===== src/bbs_pkg.sv =====
// bbs_pkg: shared types, constants and fixed-point helpers of the bouncing ball step block.
// Used by bbs_mul, bbs_div and bouncing_ball_step_top; depends on nothing.
package bbs_pkg;

  // default number of fraction bits of positions and velocities
  localparam int FRAC_BITS_DEF = 8;

  // fixed field widths
  localparam int POS_W     = 20;
  localparam int VEL_W     = 24;
  localparam int MUL_W     = 24;
  localparam int DIV_STEPS = 24;

  localparam logic [POS_W-1:0]        POS_MAX     = 20'hFFFFF;
  localparam logic signed [VEL_W-1:0] VEL_MAX     = 24'sh7FFFFF;
  localparam logic signed [VEL_W-1:0] VEL_MIN     = -24'sh800000;
  localparam logic [VEL_W-1:0]        VEL_MAG_LIM = 24'h800000;

  // register reset values
  localparam logic [11:0] AREA_WIDTH_RST  = 12'd800;
  localparam logic [11:0] AREA_HEIGHT_RST = 12'd600;
  localparam logic [7:0]  RADIUS_RST      = 8'd20;
  localparam logic [15:0] GRAVITY_RST     = 16'd980;
  localparam logic [15:0] RESTITUTION_RST = 16'd52429;
  localparam int unsigned POS_X_RST_PIX   = 400;
  localparam int unsigned POS_Y_RST_PIX   = 100;

  // register indexes
  typedef enum logic [2:0] {
    CFG_AREA_WIDTH  = 3'd0,
    CFG_AREA_HEIGHT = 3'd1,
    CFG_RADIUS      = 3'd2,
    CFG_GRAVITY     = 3'd3,
    CFG_RESTITUTION = 3'd4
  } cfg_idx_t;

  // input item
  typedef struct packed {
    logic [15:0] frame_time;
    logic [11:0] mouse_x;
    logic [11:0] mouse_y;
    logic        button_pressed;
    logic        button_released;
  } in_item_t;

  // result item
  typedef struct packed {
    logic [POS_W-1:0]        ball_x;
    logic [POS_W-1:0]        ball_y;
    logic signed [VEL_W-1:0] speed_x;
    logic signed [VEL_W-1:0] speed_y;
    logic                    held;
  } out_item_t;

  // sequencer states
  typedef enum logic [4:0] {
    ST_IDLE,
    ST_GRAB_A,
    ST_GRAB_B,
    ST_GRAB_C,
    ST_GRAB_D,
    ST_REL,
    ST_DIV_X,
    ST_DIV_Y,
    ST_HOLD,
    ST_GRAV_M,
    ST_GRAV_A,
    ST_MOVE_X,
    ST_MOVE_Y,
    ST_WALL,
    ST_BOUNCE,
    ST_FIN,
    ST_DONE
  } st_t;

  // divider request and response
  typedef struct packed {
    logic        start;
    logic [11:0] mag;
    logic        neg;
    logic [15:0] dt;
  } div_req_t;

  typedef struct packed {
    logic                    done;
    logic signed [VEL_W-1:0] quo;
  } div_rsp_t;

  // clamp a signed position to the unsigned 20-bit range
  function automatic logic [POS_W-1:0] sat_pos(input logic signed [31:0] v);
    if (v < 0) return '0;
    if (v > 32'sd1048575) return POS_MAX;
    return v[POS_W-1:0];
  endfunction

  // clamp a signed sum to the 24-bit velocity range
  function automatic logic signed [VEL_W-1:0] sat_vel(input logic signed [33:0] v);
    if (v < 34'(VEL_MIN)) return VEL_MIN;
    if (v > 34'(VEL_MAX)) return VEL_MAX;
    return v[VEL_W-1:0];
  endfunction

  // velocity times frame time, rounded toward minus infinity to whole steps of 2^-16
  function automatic logic signed [24:0] floor_move(input logic [39:0] m, input logic neg);
    logic [40:0] up;
    logic [24:0] q;
    up = 41'(m) + 41'd65535;
    q  = neg ? up[40:16] : {1'b0, m[39:16]};
    return neg ? -$signed(q) : $signed(q);
  endfunction

  // scaled magnitude with the sign reversed
  function automatic logic signed [VEL_W-1:0] bounce_vel(input logic [VEL_W-1:0] s,
                                                         input logic neg);
    return neg ? $signed(s) : -$signed(s);
  endfunction

  // reset position of a whole-pixel coordinate, clamped
  function automatic logic [POS_W-1:0] reset_pos(input int unsigned pix,
                                                  input int unsigned frac);
    logic [63:0] v;
    v = 64'(pix) << frac;
    return (v > 64'(POS_MAX)) ? POS_MAX : v[POS_W-1:0];
  endfunction

endpackage


===== src/bbs_mul.sv =====
// bbs_mul: shared unsigned multiplier with a registered product.
// Depends on bbs_pkg for the operand width.
module bbs_mul import bbs_pkg::*; (
  input  logic                 clk,
  input  logic [MUL_W-1:0]     a,
  input  logic [MUL_W-1:0]     b,
  output logic [2*MUL_W-1:0]   prod
);

  // one product per cycle
  always_ff @(posedge clk) begin
    prod <= a * b;
  end

endmodule


===== src/bbs_div.sv =====
// bbs_div: restoring divider for the mouse velocity, one quotient bit per cycle.
// Depends on bbs_pkg for the request and response types.
module bbs_div import bbs_pkg::*; #(
  parameter int FRAC_BITS = FRAC_BITS_DEF
) (
  input  logic     clk,
  input  logic     rst,
  input  div_req_t req,
  output div_rsp_t rsp
);

  localparam int DIVW  = 12 + FRAC_BITS + 16;
  localparam int CNT_W = $clog2(DIV_STEPS);

  logic             busy;
  logic             done;
  logic [CNT_W-1:0] cnt;
  logic [15:0]      rem;
  logic [23:0]      low;
  logic [23:0]      quo;
  logic             ovf;
  logic             zero;
  logic             neg;
  logic [15:0]      dt;

  logic [DIVW-1:0]  full;
  logic [DIVW-1:0]  hi;
  logic [16:0]      rem2;
  logic [16:0]      rem_sub;
  logic             ge;
  logic             big;
  logic [23:0]      magc;

  // dividend split: the part above the quotient bits tells overflow and seeds the remainder
  assign full    = DIVW'(req.mag) << (FRAC_BITS + 16);
  assign hi      = full >> 24;
  assign rem2    = {rem, low[23]};
  assign ge      = rem2 >= {1'b0, dt};
  assign rem_sub = rem2 - {1'b0, dt};

  // step control
  always_ff @(posedge clk) begin
    if (rst) begin
      busy <= 1'b0;
      done <= 1'b0;
      cnt  <= '0;
    end else begin
      done <= 1'b0;
      if (req.start) begin
        busy <= 1'b1;
        cnt  <= '0;
      end else if (busy) begin
        cnt <= cnt + 1'b1;
        if (cnt == CNT_W'(DIV_STEPS - 1)) begin
          busy <= 1'b0;
          done <= 1'b1;
        end
      end
    end
  end

  // remainder and quotient shift
  always_ff @(posedge clk) begin
    if (req.start) begin
      rem  <= hi[15:0];
      low  <= full[23:0];
      quo  <= '0;
      ovf  <= hi >= DIVW'(req.dt);
      zero <= req.dt == 16'd0;
      neg  <= req.neg;
      dt   <= req.dt;
    end else if (busy) begin
      rem <= ge ? rem_sub[15:0] : rem2[15:0];
      low <= {low[22:0], 1'b0};
      quo <= {quo[22:0], ge};
    end
  end

  // clamp and sign
  assign big  = ovf || (quo > VEL_MAG_LIM);
  assign magc = big ? VEL_MAG_LIM : quo;

  always_comb begin
    rsp.done = done;
    if (zero) begin
      rsp.quo = '0;
    end else if (neg) begin
      rsp.quo = -$signed(magc);
    end else if (magc == VEL_MAG_LIM) begin
      rsp.quo = VEL_MAX;
    end else begin
      rsp.quo = $signed(magc);
    end
  end

endmodule


===== src/bouncing_ball_step_top.sv =====
// bouncing_ball_step_top: advances one ball by one frame per item under a small sequencer.
// Depends on bbs_pkg, bbs_mul and bbs_div.

// One item at a time: the block stalls its input from the accepting edge until the result has
// gone into the output register, and can take the next item in the cycle after that. A free ball
// runs the gravity, move and wall states, plus a bounce state for each wall hit (at most four). A
// press on a free ball adds the grab test, which also checks the squared distance when the point
// lies within the radius on both axes; a held ball goes straight to the hold state. A release of
// a held ball adds two 24-step divisions, whatever the frame time. The period is set by the single
// shared 24x24 multiplier, used once per product in turn, and the one-bit-per-cycle divider for
// the mouse velocity. The output register lets the block take the next item while a result still
// waits to be taken.
module bouncing_ball_step_top import bbs_pkg::*; #(
  parameter int FRAC_BITS = FRAC_BITS_DEF
) (
  input  logic      clk,
  input  logic      rst,
  input  logic      in_valid,
  output logic      in_stall,
  input  in_item_t  in_item,
  output logic      out_valid,
  input  logic      out_stall,
  output out_item_t out_item,
  input  logic      cfg_en,
  input  logic [2:0] cfg_index,
  input  logic [15:0] cfg_data
);

  localparam int CW = ((12 + FRAC_BITS > 24) ? 12 + FRAC_BITS : 24) + 3;
  localparam int AW = 2 * (8 + FRAC_BITS) + 1;
  localparam logic [POS_W-1:0] POS_X_RST = reset_pos(POS_X_RST_PIX, FRAC_BITS);
  localparam logic [POS_W-1:0] POS_Y_RST = reset_pos(POS_Y_RST_PIX, FRAC_BITS);

  typedef enum logic [1:0] {
    WALL_TOP,
    WALL_BOTTOM,
    WALL_LEFT,
    WALL_RIGHT
  } wall_t;

  // configuration
  logic [11:0] area_width;
  logic [11:0] area_height;
  logic [7:0]  ball_radius;
  logic [15:0] gravity;
  logic [15:0] restitution;

  // ball state
  logic [POS_W-1:0]        pos_x;
  logic [POS_W-1:0]        pos_y;
  logic signed [VEL_W-1:0] vel_x;
  logic signed [VEL_W-1:0] vel_y;
  logic                    grabbed;
  logic [11:0]             prev_mx;
  logic [11:0]             prev_my;

  // item in progress
  st_t             state;
  st_t             state_next;
  logic [15:0]     dt_r;
  logic [11:0]     mx_r;
  logic [11:0]     my_r;
  logic            rel_r;
  logic [11:0]     mdx_mag;
  logic [11:0]     mdy_mag;
  logic            mdx_neg;
  logic            mdy_neg;
  logic signed [CW-1:0] px;
  logic signed [CW-1:0] py;
  logic [AW-1:0]   acc;
  wall_t           wall;

  // shared units
  logic [MUL_W-1:0]   mul_a;
  logic [MUL_W-1:0]   mul_b;
  logic [2*MUL_W-1:0] prod;
  div_req_t           div_req;
  div_rsp_t           div_rsp;

  // combinational helpers
  logic signed [12:0]   ddx;
  logic signed [12:0]   ddy;
  logic signed [CW-1:0] mxq;
  logic signed [CW-1:0] myq;
  logic signed [CW-1:0] rq;
  logic signed [CW-1:0] wq;
  logic signed [CW-1:0] hq;
  logic signed [CW-1:0] dx;
  logic signed [CW-1:0] dy;
  logic signed [CW-1:0] dx_mag;
  logic signed [CW-1:0] dy_mag;
  logic                 near;
  logic [AW-1:0]        rsq;
  logic [VEL_W-1:0]     vx_mag;
  logic [VEL_W-1:0]     vy_mag;
  logic [31:0]          grav_inc;
  logic                 wall_hit;
  logic signed [CW-1:0] wall_pos;
  logic                 wall_is_x;
  logic                 in_acc;
  logic                 out_load;

  bbs_mul u_mul (
    .clk  (clk),
    .a    (mul_a),
    .b    (mul_b),
    .prod (prod)
  );

  bbs_div #(
    .FRAC_BITS (FRAC_BITS)
  ) u_div (
    .clk (clk),
    .rst (rst),
    .req (div_req),
    .rsp (div_rsp)
  );

  // mouse movement since the previous item
  assign ddx = $signed({1'b0, in_item.mouse_x}) - $signed({1'b0, prev_mx});
  assign ddy = $signed({1'b0, in_item.mouse_y}) - $signed({1'b0, prev_my});

  // scaled coordinates
  assign mxq = $signed(CW'(mx_r) << FRAC_BITS);
  assign myq = $signed(CW'(my_r) << FRAC_BITS);
  assign rq  = $signed(CW'(ball_radius) << FRAC_BITS);
  assign wq  = $signed(CW'(area_width) << FRAC_BITS);
  assign hq  = $signed(CW'(area_height) << FRAC_BITS);

  // grab test distances; outside the radius on one axis already fails
  assign dx     = mxq - $signed(CW'(pos_x));
  assign dy     = myq - $signed(CW'(pos_y));
  assign dx_mag = dx[CW-1] ? -dx : dx;
  assign dy_mag = dy[CW-1] ? -dy : dy;
  assign near   = (dx_mag <= rq) && (dy_mag <= rq);
  assign rsq    = AW'(prod) << (2 * FRAC_BITS);

  // velocity magnitudes and gravity increment
  assign vx_mag   = vel_x[VEL_W-1] ? VEL_W'(-vel_x) : VEL_W'(vel_x);
  assign vy_mag   = vel_y[VEL_W-1] ? VEL_W'(-vel_y) : VEL_W'(vel_y);
  assign grav_inc = prod[31:0] >> (16 - FRAC_BITS);

  // wall checks, top, bottom, left, right
  assign wall_is_x = (wall == WALL_LEFT) || (wall == WALL_RIGHT);

  always_comb begin
    case (wall)
      WALL_TOP: begin
        wall_hit = py < rq;
        wall_pos = rq;
      end
      WALL_BOTTOM: begin
        wall_hit = (py + rq) > hq;
        wall_pos = hq - rq;
      end
      WALL_LEFT: begin
        wall_hit = px < rq;
        wall_pos = rq;
      end
      WALL_RIGHT: begin
        wall_hit = (px + rq) > wq;
        wall_pos = wq - rq;
      end
      default: begin
        wall_hit = 1'b0;
        wall_pos = rq;
      end
    endcase
  end

  // next state
  always_comb begin
    state_next = state;
    case (state)
      ST_IDLE: begin
        if (in_valid) begin
          state_next = (in_item.button_pressed && !grabbed) ? ST_GRAB_A : ST_REL;
        end
      end
      ST_GRAB_A: state_next = near ? ST_GRAB_B : ST_REL;
      ST_GRAB_B: state_next = ST_GRAB_C;
      ST_GRAB_C: state_next = ST_GRAB_D;
      ST_GRAB_D: state_next = ST_REL;
      ST_REL: begin
        if (rel_r && grabbed) begin
          state_next = ST_DIV_X;
        end else if (grabbed) begin
          state_next = ST_HOLD;
        end else begin
          state_next = ST_GRAV_M;
        end
      end
      ST_DIV_X: begin
        if (div_rsp.done) state_next = ST_DIV_Y;
      end
      ST_DIV_Y: begin
        if (div_rsp.done) state_next = ST_GRAV_M;
      end
      ST_HOLD:   state_next = ST_DONE;
      ST_GRAV_M: state_next = ST_GRAV_A;
      ST_GRAV_A: state_next = ST_MOVE_X;
      ST_MOVE_X: state_next = ST_MOVE_Y;
      ST_MOVE_Y: state_next = ST_WALL;
      ST_WALL: begin
        if (wall_hit) begin
          state_next = ST_BOUNCE;
        end else if (wall == WALL_RIGHT) begin
          state_next = ST_FIN;
        end
      end
      ST_BOUNCE: state_next = (wall == WALL_RIGHT) ? ST_FIN : ST_WALL;
      ST_FIN:    state_next = ST_DONE;
      ST_DONE: begin
        if (out_load) state_next = ST_IDLE;
      end
      default:   state_next = ST_IDLE;
    endcase
  end

  // sequencer outputs: handshake, multiplier operands, divider request
  always_comb begin
    in_stall = state != ST_IDLE;
    out_load = (state == ST_DONE) && (!out_valid || !out_stall);
    mul_a    = '0;
    mul_b    = '0;
    case (state)
      ST_GRAB_A: begin
        mul_a = MUL_W'(dx_mag);
        mul_b = MUL_W'(dx_mag);
      end
      ST_GRAB_B: begin
        mul_a = MUL_W'(dy_mag);
        mul_b = MUL_W'(dy_mag);
      end
      ST_GRAB_C: begin
        mul_a = MUL_W'(ball_radius);
        mul_b = MUL_W'(ball_radius);
      end
      ST_GRAV_M: begin
        mul_a = MUL_W'(gravity);
        mul_b = MUL_W'(dt_r);
      end
      ST_GRAV_A: begin
        mul_a = vx_mag;
        mul_b = MUL_W'(dt_r);
      end
      ST_MOVE_X: begin
        mul_a = vy_mag;
        mul_b = MUL_W'(dt_r);
      end
      ST_WALL: begin
        mul_a = wall_is_x ? vx_mag : vy_mag;
        mul_b = MUL_W'(restitution);
      end
      default: begin
        mul_a = '0;
        mul_b = '0;
      end
    endcase
    div_req.start = ((state == ST_REL) && rel_r && grabbed) ||
                    ((state == ST_DIV_X) && div_rsp.done);
    div_req.mag   = (state == ST_DIV_X) ? mdy_mag : mdx_mag;
    div_req.neg   = (state == ST_DIV_X) ? mdy_neg : mdx_neg;
    div_req.dt    = dt_r;
  end

  assign in_acc = in_valid && !in_stall;

  // sequencer state and configuration
  always_ff @(posedge clk) begin
    if (rst) begin
      state       <= ST_IDLE;
      area_width  <= AREA_WIDTH_RST;
      area_height <= AREA_HEIGHT_RST;
      ball_radius <= RADIUS_RST;
      gravity     <= GRAVITY_RST;
      restitution <= RESTITUTION_RST;
    end else begin
      state <= state_next;
      if (cfg_en) begin
        case (cfg_idx_t'(cfg_index))
          CFG_AREA_WIDTH:  area_width  <= cfg_data[11:0];
          CFG_AREA_HEIGHT: area_height <= cfg_data[11:0];
          CFG_RADIUS:      ball_radius <= cfg_data[7:0];
          CFG_GRAVITY:     gravity     <= cfg_data;
          CFG_RESTITUTION: restitution <= cfg_data;
          default: ;
        endcase
      end
    end
  end

  // ball state and working registers
  always_ff @(posedge clk) begin
    if (rst) begin
      pos_x   <= POS_X_RST;
      pos_y   <= POS_Y_RST;
      vel_x   <= '0;
      vel_y   <= '0;
      grabbed <= 1'b0;
      prev_mx <= '0;
      prev_my <= '0;
      wall    <= WALL_TOP;
    end else begin
      case (state)
        ST_IDLE: begin
          if (in_acc) begin
            prev_mx <= in_item.mouse_x;
            prev_my <= in_item.mouse_y;
          end
        end
        ST_GRAB_D: begin
          if (acc <= rsq) grabbed <= 1'b1;
        end
        ST_DIV_X: begin
          if (div_rsp.done) vel_x <= div_rsp.quo;
        end
        ST_DIV_Y: begin
          if (div_rsp.done) begin
            vel_y   <= div_rsp.quo;
            grabbed <= 1'b0;
          end
        end
        ST_HOLD: begin
          pos_x <= sat_pos(32'(mxq));
          pos_y <= sat_pos(32'(myq));
          vel_x <= '0;
          vel_y <= '0;
        end
        ST_GRAV_A: begin
          vel_y <= sat_vel(34'(vel_y) + $signed({2'b00, grav_inc}));
        end
        ST_MOVE_Y: wall <= WALL_TOP;
        ST_WALL: begin
          if (!wall_hit) wall <= wall_t'(wall + 2'd1);
        end
        ST_BOUNCE: begin
          if (wall_is_x) begin
            vel_x <= bounce_vel(prod[39:16], vel_x[VEL_W-1]);
          end else begin
            vel_y <= bounce_vel(prod[39:16], vel_y[VEL_W-1]);
          end
          wall <= wall_t'(wall + 2'd1);
        end
        ST_FIN: begin
          pos_x <= sat_pos(32'(px));
          pos_y <= sat_pos(32'(py));
        end
        default: ;
      endcase
    end
  end

  // item fields and intermediate values
  always_ff @(posedge clk) begin
    if (in_acc) begin
      dt_r    <= in_item.frame_time;
      mx_r    <= in_item.mouse_x;
      my_r    <= in_item.mouse_y;
      rel_r   <= in_item.button_released;
      mdx_neg <= ddx[12];
      mdy_neg <= ddy[12];
      mdx_mag <= ddx[12] ? 12'(-ddx) : 12'(ddx);
      mdy_mag <= ddy[12] ? 12'(-ddy) : 12'(ddy);
    end
    case (state)
      ST_GRAB_B: acc <= AW'(prod);
      ST_GRAB_C: acc <= acc + AW'(prod);
      ST_MOVE_X: px  <= $signed(CW'(pos_x)) + CW'(floor_move(prod[39:0], vel_x[VEL_W-1]));
      ST_MOVE_Y: py  <= $signed(CW'(pos_y)) + CW'(floor_move(prod[39:0], vel_y[VEL_W-1]));
      ST_WALL: begin
        if (wall_hit) begin
          if (wall_is_x) begin
            px <= wall_pos;
          end else begin
            py <= wall_pos;
          end
        end
      end
      default: ;
    endcase
  end

  // output register
  always_ff @(posedge clk) begin
    if (rst) begin
      out_valid <= 1'b0;
    end else if (out_load) begin
      out_valid <= 1'b1;
    end else if (!out_stall) begin
      out_valid <= 1'b0;
    end
  end

  always_ff @(posedge clk) begin
    if (out_load) begin
      out_item.ball_x  <= pos_x;
      out_item.ball_y  <= pos_y;
      out_item.speed_x <= vel_x;
      out_item.speed_y <= vel_y;
      out_item.held    <= grabbed;
    end
  end

  // a held ball always reports zero velocity
  a_held_still: assert property (@(posedge clk) disable iff (rst)
    out_valid && out_item.held |-> out_item.speed_x == '0 && out_item.speed_y == '0)
    else $error("held ball with nonzero speed");

  // the divider only finishes while the sequencer waits for it
  a_div_owned: assert property (@(posedge clk) disable iff (rst)
    div_rsp.done |-> (state == ST_DIV_X) || (state == ST_DIV_Y))
    else $error("divider result outside a division state");

  // an accepted item always starts the sequence
  a_item_starts: assert property (@(posedge clk) disable iff (rst)
    in_valid && !in_stall |=> state != ST_IDLE)
    else $error("accepted item did not start the sequence");

endmodule


===== config.mk =====
export PLATFORM = sky130hd
export DESIGN_NAME = bouncing_ball_step_top
export DESIGN_NICKNAME = d
export VERILOG_FILES = /design/src/bbs_pkg.sv /design/src/bbs_mul.sv /design/src/bbs_div.sv /design/src/bouncing_ball_step_top.sv
export SDC_FILE = /design/constraint.sdc
export NUM_CORES = 2
export LEC_CHECK = 0
export BUFFER_PORTS_ARGS = -buffer_cell sky130_fd_sc_hd__buf_2
export CAP_MARGIN = 30
export CORE_UTILIZATION = 65
export DETAILED_ROUTE_END_ITERATION = 12
export MAX_ROUTING_LAYER = met4
export PLACE_DENSITY = 0.82
export SYNTH_ARGS = -nofsm -noshare
export SYNTH_HDL_FRONTEND = slang
export SYNTH_HIERARCHICAL = 1
export SYNTH_SLANG_ARGS = --single-unit

===== constraint.sdc =====
create_clock -name clk -period 13.2 [get_ports clk]
set_clock_uncertainty 0.05 [all_clocks]
set_input_delay 1.32 -clock clk [delete_from_list [all_inputs] [get_ports clk]]
set_output_delay 1.32 -clock clk [all_outputs]
set_load 0.01 [all_outputs]

==> impl_results.rst <==
.. list-table::
   :header-rows: 1

   * - Metric
     - Value
   * - Total of cells resized after clock tree synthesis
     - 0
   * - Static leakage
     - 26.6 nW
   * - Share of the clock period used by the worst path after layout
     - ~87%
   * - Core Region
     - a little under 90000 µm²
   * - Die outline area
     - roughly 90000 µm²
   * - Net total in the final layout
     - 7698
   * - Worst vdd rail ir drop
     - 0.000137 V
   * - Starting density of the core
     - 66.0%
   * - DRC Markers
     - 0
   * - Most frequent cells in the layout
     - nand2_1 (826), inv_1 (764), fa_1 (473)
   * - Most common cell after layout, fill and taps aside
     - nand2_1
   * - GP Congestion
     - between 1 and 1.5
   * - Vias per Instance
     - around 6.6
   * - Path class of the lowest-slack min-delay path
     - flip-flop to flip-flop
   * - Startpoint types
     - flip-flop
   * - Aggregate global routing overflow
     - 0
   * - Synth-to-layout area growth
     - 7.33%
   * - Number of filler cells placed in the layout
     - between 6000 and 7000
   * - Number of rows in the core area
     - between 100 and 150
   * - Cells after synthesis
     - 6753
   * - Category of the worst setup path capture point
     - flip-flop
   * - Number of setup buffers added after CTS
     - 0
   * - Total CTS buffers
     - 67
   * - Cell count after placement
     - between 7000 and 8000
   * - Final core utilization
     - about 71%
   * - Horizontal extent of the die
     - 300 µm
   * - Area of the mapped netlist
     - 57600 µm²
   * - Combined area of the multi-input logic cells
     - ~40000 µm²
   * - Number of design-rule violations left by the first detailed-router iteration
     - 6960
   * - CTS tree
     - done
   * - Setup repair after global routing missed its margin
     - no
   * - Worst setup path class
     - flip-flop to flip-flop
   * - Initial antenna violation count
     - 15
   * - Required time of the critical path
     - roughly 14000 ps
   * - Global routing usage summed across all routing layers
     - a little under half
   * - Clock tree sinks
     - roughly 530
   * - Shortest period the worst path allows
     - about 11000 ps
   * - Area used by sequential logic in the layout
     - around 13000 µm²
   * - Largest fanout on the critical path
     - 24
   * - Critical path's largest stage delay
     - 760 ps
   * - Quantity of I/O buffers inserted on ports
     - approximately 160
   * - Power per cell area
     - between 150 and 200 nW/µm²
   * - Total of endpoints with negative setup slack in the final report
     - 0
   * - Detailed placement HPWL
     - around 160000 µm
   * - Post-DR wirelength/cell
     - approximately 26 µm
   * - Total wire length
     - 205000 µm
   * - Syn avg cell area
     - roughly 8.5 µm²
   * - Critical R2R Launch
     - pos_y[1]
   * - Via count of the first global-routing pass
     - approximately 50000
   * - End point of the worst hold path
     - prev_my[2]
   * - Final setup slack of the worst path
     - between 1500 and 2000 ps
   * - Post-CTS clock slew at the launch and capture registers of the worst setup and hold paths
     - roughly 60 ps
   * - Worst R2R Setup Slack
     - about 1800 ps
   * - Number of iterations in the first detailed-routing pass
     - 9
   * - Setup_tns
     - 0 ps
   * - Root Buffer
     - clkbuf_16
   * - H-tree level count
     - 3
   * - Max-slew headroom at the worst pin
     - between 20% and 30%
   * - Worst-skew pair later-pin latency
     - 660 ps
   * - Hold buffer count at cts
     - 0
   * - Arrival time worst endpoint
     - about 12000 ps
   * - Buffer depth of the longest clock path
     - 3
   * - Worst-path cell with the longest stage delay
     - a221o_1
   * - Final max-slew violation count
     - 0
   * - Highest achievable clock rate
     - around 87 MHz
   * - Layout cells sized above 1
     - 7.19%
   * - Yosys warns
     - 6
   * - Setup slack at placement
     - 2050 ps
   * - Critical R2R Capture
     - u_mul/prod[39]
   * - Hold Violations, Final
     - 0
   * - Global-route wire length before repair
     - around 310000 µm
   * - Maximum number of pins on one net before global-route repair
     - 95
   * - Routed via count
     - 52700
   * - Outcome
     - finished clean
   * - Ports placed on the boundary
     - between 150 and 200
   * - Worst reg2reg path depth
     - 36
   * - Post-route total power
     - slightly below 0.01 W
   * - Cell mode on critical path
     - fa_1
   * - Die height
     - roughly 300 µm
   * - Slew at the pin closest to its max-slew limit
     - 1100 ps
   * - Hold path depth
     - 2
   * - Hold Path Origin
     - prev_my[2]
   * - Maximum capacitance violations
     - 0
   * - Post-route non-filler standard cell count
     - 7958
   * - Final antenna-violating net count
     - 0
cell type report:
cell class	instances	area share (%)
multi-input combinational	5102	64.8
clock inverter	31	0.577
tap	1155	2.34
sequential	532	21.6
inverter	772	4.69
antenna	12	0.0486
timing repair buffer	262	2.73
clock buffer	92	3.15
critical path, delay by kind of cell, from the launching register on:
family                   cells  cell delay, ps
AND/OR/NAND/NOR              8            2350
flip-flops                   1             510
AO/OA/AOI/OAI                8            2300
adder cells (fa/ha/maj)      9            4320
buffers and inverters        8            1200
XOR/XNOR                     3             580
stage by stage:
| stage | hold slack (ps) | area, µm² |
|---|---|---|
| 2_1_floorplan | 356 | 57600 |
| 3_3_place_gp | 392 | 59300 |
| 3_5_place_dp | 397 | 59500 |
| 4_1_cts | 405 | 61800 |
| 5_1_grt | 427 | 61800 |
| 6_report | 405 | 61800 |
worst max path at each step:
| stage | startpoint | to | slack, ps | cells past startpoint |
|---|---|---|---|---|
| 6_report | pos_y[1] | u_mul/prod[39] | 1750 | 36 |
| 5_1_grt | pos_x[8] | u_mul/prod[33] | 1360 | 35 |
| 4_1_cts | pos_y[1] | u_mul/prod[39] | 2010 | 36 |
| 3_5_place_dp | pos_y[1] | u_mul/prod[39] | 2050 | 36 |
| 3_3_place_gp | pos_x[8] | u_mul/prod[33] | 1920 | 34 |
| 2_1_floorplan | pos_x[8] | u_mul/prod[39] | 3670 | 37 |
state kept, by name, summed over array words and instances (netlist names), 16 cells and up:
name,count
dt_r,16
u_div/quo,24
u_mul/prod,40
pos_y,20
py,26
u_div/dt,16
vel_x,24
px,26
vel_y,24
gravity,16
pos_x,20
out_item,89
u_div/rem,16
acc,33
restitution,16
power breakdown:
part / switching [W] / internal [W]
sequential: 0.000248 / 0.00198
clock: 0.000804 / 0.00116
combinational: 0.00362 / 0.00189
total: 0.00467 / 0.00503
layer usage:
metal | part of all wire, % | vias to the layer above | GRT usage [%]
met4 | 6.4 | 0 | 24.7
met5 | 0 | - | -
met2 | 42 | 3484 | 67.2
met3 | 13 | 794 | 12.9
li1 | - | 23000 | -
met1 | 38 | 25400 | 60.7
Power figures use the tool's default switching activity.
